## config.mk

```make
export PLATFORM = sky130hd
export DESIGN_NAME = sth_queue
export DESIGN_NICKNAME = d
export VERILOG_FILES = /design/src/rtl/core/sparse_transpose_hadamard_macros.svh /design/src/rtl/core/sth_pkg.sv /design/src/rtl/core/sth_queue.sv
export SDC_FILE = /design/constraint.sdc
export NUM_CORES = 1
export LEC_CHECK = 0
export ABC_AREA = 1
export BUFFER_PORTS_ARGS = -buffer_cell sky130_fd_sc_hd__buf_2
export CORE_MARGIN = 1
export CORE_UTILIZATION = 53
export DETAILED_ROUTE_END_ITERATION = 7
export PLACE_DENSITY_LB_ADDON = 0.15
export REMOVE_ABC_BUFFERS = 1
export SKIP_CTS_REPAIR_TIMING = 1
export SYNTH_ARGS = -nofsm -noshare
export SYNTH_HDL_FRONTEND = slang
export SYNTH_SLANG_ARGS = --single-unit
export TNS_END_PERCENT = 30
```

## constraint.sdc

```tcl
create_clock -name clk -period 6.15 [get_ports clk]
set_clock_uncertainty 0.1 [all_clocks]
set_input_delay 0.615 -clock clk [delete_from_list [all_inputs] [get_ports clk]]
set_output_delay 0.615 -clock clk [all_outputs]
set_load 0.1 [all_outputs]
```

## src/rtl/core/sparse_transpose_hadamard_macros.svh

```systemverilog
// assertion helpers for the sparse hadamard block
`ifndef SPARSE_TRANSPOSE_HADAMARD_MACROS_SVH
`define SPARSE_TRANSPOSE_HADAMARD_MACROS_SVH
// implication checked at every edge outside reset
`define STH_ASSERT_IMP(label, clk, rst, pre, post) \
  label: assert property (@(posedge clk) disable iff (rst) (pre) |-> (post)) \
    else $error("assertion failed");
// next-cycle implication
`define STH_ASSERT_NEXT(label, clk, rst, pre, post) \
  label: assert property (@(posedge clk) disable iff (rst) (pre) |=> (post)) \
    else $error("assertion failed");
`endif

```

## src/rtl/core/sth_pkg.sv

```systemverilog
`default_nettype none
// ----------------------------------------------------------------------------
// sth_pkg
// types and codes shared by the sparse transpose hadamard block
// ----------------------------------------------------------------------------
package sth_pkg;
  localparam logic [2:0] CMD_START   = 3'd0;
  localparam logic [2:0] CMD_LOAD_RP = 3'd1;
  localparam logic [2:0] CMD_LOAD_EN = 3'd2;
  localparam logic [2:0] CMD_NZ      = 3'd3;
  localparam logic [2:0] CMD_ROW_END = 3'd4;

  typedef struct packed {
    logic [2:0]  command;
    logic [12:0] address;
    logic [12:0] pointer;
    logic [9:0]  row;
    logic [9:0]  column;
    logic signed [31:0] value;
  } in_t;

  typedef struct packed {
    logic        kind;
    logic [19:0] out_index;
    logic [9:0]  out_column;
    logic signed [31:0] product;
    logic [9:0]  finished_row;
    logic [19:0] row_end_total;
  } out_t;
endpackage
`default_nettype wire

```

## src/rtl/core/sth_queue.sv

```systemverilog
`default_nettype none
// ----------------------------------------------------------------------------
// sth_queue
// two-entry request queue between front and back
// ----------------------------------------------------------------------------
module sth_queue (
  input  wire logic         clk,
  input  wire logic         rst,
  input  wire logic         push,
  input  sth_pkg::in_t      push_data,
  output logic              full,
  output logic              empty,
  input  wire logic         pop,
  output sth_pkg::in_t      pop_data
);
  sth_pkg::in_t slots [2];
  logic         wr_ptr;
  logic         rd_ptr;
  logic [1:0]   fill;

  assign full     = (fill == 2'd2);
  assign empty    = (fill == 2'd0);
  assign pop_data = slots[rd_ptr];

  always_ff @(posedge clk) begin
    if (push && !full) begin
      slots[wr_ptr] <= push_data;
    end
  end

  always_ff @(posedge clk) begin
    if (rst) begin
      wr_ptr <= 1'b0;
      rd_ptr <= 1'b0;
      fill   <= 2'd0;
    end else begin
      if (push && !full) wr_ptr <= ~wr_ptr;
      if (pop && !empty) rd_ptr <= ~rd_ptr;
      fill <= fill + 2'(push && !full) - 2'(pop && !empty);
    end
  end
endmodule
`default_nettype wire

```

Yosys cells after proc, flatten, opt, wreduce, memory -nomap -nowiden

Memories as Yosys holds them, arrays and structs flattened. A register that Yosys moved wholly into a read port is not among the register bits.
Cells that the tools add are included.

Add/sub/neg operators: 2
Multipliers: 0
Div/mod/pow operators: 0
$lt $le $gt $ge: 0
Eq/ne operators: 1
Shift operators: 0
Muxes and demuxes: 4
Bitwise logic cells: 2
Reduce and logical (&&, ||, !) cells: 5

Operator list:

| cell               | number |
|---|---|
| $mux 1             | 4 |
| $add 2x1->2        | 1 |
| $eq 2x2->1 const B | 1 |
| $logic_and 1x1->1  | 2 |
| $logic_not 1->1    | 2 |
| $logic_not 2->1    | 1 |
| $not 1->1          | 2 |
| $sub 2x1->2        | 1 |

Bits in registers: 4
Latch bits: 0
Bits in writable memories: 162
Memory bits (read-only): 0
Output and inout bits: 83
Memories: 1

Memory list:

| memory | depth | bits a word | rd ports | clocked after memory_dff | write ports | RTL line        | text |
|---|---|---|---|---|---|---|---|
| slots  | 2     | 81          | 1        | 1                        | 1           | sth_queue.sv:16 | `sth_pkg::in_t slots [2];` |

Longest topological paths before layout

Depth after elaboration: 5
Gate-level depth with buffers: 11
Mapped depth without buffers: 11

Worst setup path before layout

No wires, ideal clock.

Kind: in2reg
Start point: in push
End point: mem slots[0][0] in the netlist's numbering, enable pin
Library setup time: 0.521 ns
Arrival time: 4.061 ns
Required time: 5.529 ns
Slack: 1.469 ns
Cell stages on the path: 2
Path buffers: 0
Cell sequence: nand2_1 > nor2_1

Word-level cells in the longest chain between the ends: 3

Ends and longest elaborated chain:

| what                         | RTL line        | text |
|---|---|---|
| from (decl)                  | sth_queue.sv:9  | `input wire logic push,` |
| $logic_and 1x1->1            | sth_queue.sv:26 | `if (push && !full) begin` |
| $mux 1                       | sth_queue.sv:26 |  |
| $mux 1 (not written as such) | sth_queue.sv:27 | `slots[wr_ptr] <= push_data;` |
| to (decl)                    | sth_queue.sv:16 |  |

No other way between the ends.

==> impl_metrics.tcl <==
set metrics [dict create \
    cts_buffer_depth 2 \
    worstPathMaxFanout 53 \
    grt_pass1_vias 3143 \
    yosys.area.top_type_share 0.748 \
    synth_top_family_by_area "multiplexers" \
    netlist_instances 291 \
    hold_class "in2reg" \
    ios 168 \
    grt_pass1_wl_um 15800 \
    antenna_cells 0 \
    yosysWarnings 0 \
    max-slew-margin-rel 0.271 \
    worstHoldEndpoint "fill[0]" \
    place_area_um2 7380 \
    ys_seq_area_frac 0.764 \
    ff2ff_setup_slack_ns 3.44 \
    cts_buffers 17 \
    track_usage 0.174 \
    topRoutingLayerUsed "met4" \
    die_area_um2 12700 \
    wl_met2_um 5390 \
    setup_violations 0 \
    clock.fmax_mhz 288 \
    drive_gt1_frac 0.576 \
    worstHoldStart "rst" \
    drv_slew 0 \
    layout_min_cycle_time_ns 3.48 \
    yosys.area.top_type "edfxtp_1" \
    cts_tree "built" \
    hold_viol 0 \
    drc 0 \
    status "completed" \
    finalWeightedCongestion 0.699 \
    clock_sinks 167 \
    fp.coreArea_um2 12000 \
    viasPerCell 4.99 \
    clockRootBuffer "clkbuf_16" \
    tightest_slew_ns 1.09 \
    netlist_area_um2 6500 \
    tns_ns 0 \
    multi_input_area_um2 1330 \
    die_h_um 113 \
    maxCapViolations 0 \
    critPathLaunchType "flip-flop" \
    fin_area_um2 7980 \
    post-route-period-util 0.566 \
    synthTopCellsByArea "edfxtp_1 (75%), mux2_4 (18%), buf_12 (2.5%), dfxtp_1 (1.5%), inv_1 (0.58%)" \
    regToRegEndpoint "slots[0][51]" \
    syn_area_per_cell_um2 22.3 \
    post_drt_wl_per_cell_um 16.8 \
    antenna_found_initial 0 \
    numPortBuffers 167 \
    synth_cell_types 12 \
    met1Wirelength_um 4400 \
    drtIter0Drc 163 \
    final_cell_mix "buf_2 (167), edfxtp_1 (162), mux2_4 (80), clkbuf_16 (17), inv_1 (9)" \
    critical_path_class "reg2out" \
    clock_latency_ns 0.42 \
    num_vias 3147 \
    synth_mux_area_frac 0.187 \
    synthAdderAreaFrac 0.00385 \
    htreeDepth 4 \
    rsz0062_at_grt "false" \
    critPathCaptureType "primary output" \
    clk_pin_slew_worst_paths_ns 0.06 \
    cp_data_arrival_time_ns 2.76 \
    layout_commonest_cell "buf_2" \
    ant_nets 0 \
    synth_seq_cells 167 \
    grt_max_degree 62 \
    die_w_um 113 \
    hpwl_um 6900 \
    first_pass_iters 4 \
    start_util 0.543 \
    rr_worst_depth 5 \
    fin_nets 558 \
    rows 40 \
    synth_compound_area_frac 0.00154 \
    areaGrowthSynthToFinish_pct 22.7 \
    wl_met3_um 630 \
    gr-total-overflow 0 \
    synthXorXnorAreaFrac 0 \
    wl_um 10600 \
    r2r-start "fill[0]" \
    nFillCells 819 \
    final-seq-area_um2 4970 \
    crit_required_ns 5.43 \
    hold_path_depth 2 \
    yosys.area_share.simple 0.0121 \
]
[how the worst max path moves through the flow]
stage / slack (ns) / cells after the start / endpoint / start
detailed placement: 3.09 / 3 / pop_data[42] / flip-flop
global route: 2.55 / 3 / pop_data[33] / flip-flop
floorplan: 1.41 / 1 / pop_data[80] / flip-flop
finish: 2.67 / 3 / pop_data[15] / flip-flop
global placement: 3.09 / 3 / pop_data[42] / flip-flop
CTS: 2.63 / 3 / pop_data[42] / flip-flop
[layer usage]
metal / GRT usage / vias to the layer above
li1: - / 1493
met1: 0.205 / 1525
met2: 0.287 / 112
met3: 0.0568 / 17
met4: 0.0871 / 0
met5: 0 / -
[critical path, cell delays in order, from the launching register on]
cell	delay [ns]
dfxtp_4	0.97
buf_4	0.60
mux2_4	0.25
buf_2	0.42
[area by class of cell]
class / count / share of cell area
clock inverter: 12 / 0.0198
tap: 147 / 0.0231
sequential: 167 / 0.623
clock buffer: 20 / 0.0547
inverter: 10 / 0.00486
multi-input combinational: 105 / 0.167
timing repair buffer: 170 / 0.108
[cell usage after synthesis (all sizes together)]
cell type    n
a21oi        2
nor2         9
buf          9
inv         10
edfxtp     162
nand3        3
dfxtp        5
mux2        81
ha           2
nand2        8
[metrics by stage]
| stage | hold slack, ns | setup WS, ns | util | std cells |
|---|---|---|---|---|
| floorplan | 0.367 | 1.41 | - | 282 |
| global placement | 0.390 | 3.09 | 0.617 | 599 |
| detailed placement | 0.386 | 3.09 | 0.617 | 599 |
| CTS | 0.255 | 2.63 | 0.667 | 631 |
| global route | 0.259 | 2.55 | 0.667 | 631 |
| finish | 0.267 | 2.67 | 0.667 | 631 |
[state kept, by name, summed over array words and instances, names as in the netlist, named ones only]
name	count
fill	2
rd_ptr	1
slots	162
wr_ptr	1
[logic make-up (layout without fill, tap and decap cells)]
logic type | after synthesis | count (layout)
adder cells (fa/ha/maj) | 2 | 2
AO/OA/AOI/OAI | 2 | 2
multiplexers | 81 | 81
flip-flops | 167 | 167
buffers and inverters | 19 | 212
AND/OR/NAND/NOR | 20 | 20
Power is not shown: default switching activity piles up to over one toggle a cycle in this logic, so the estimate is an artifact.
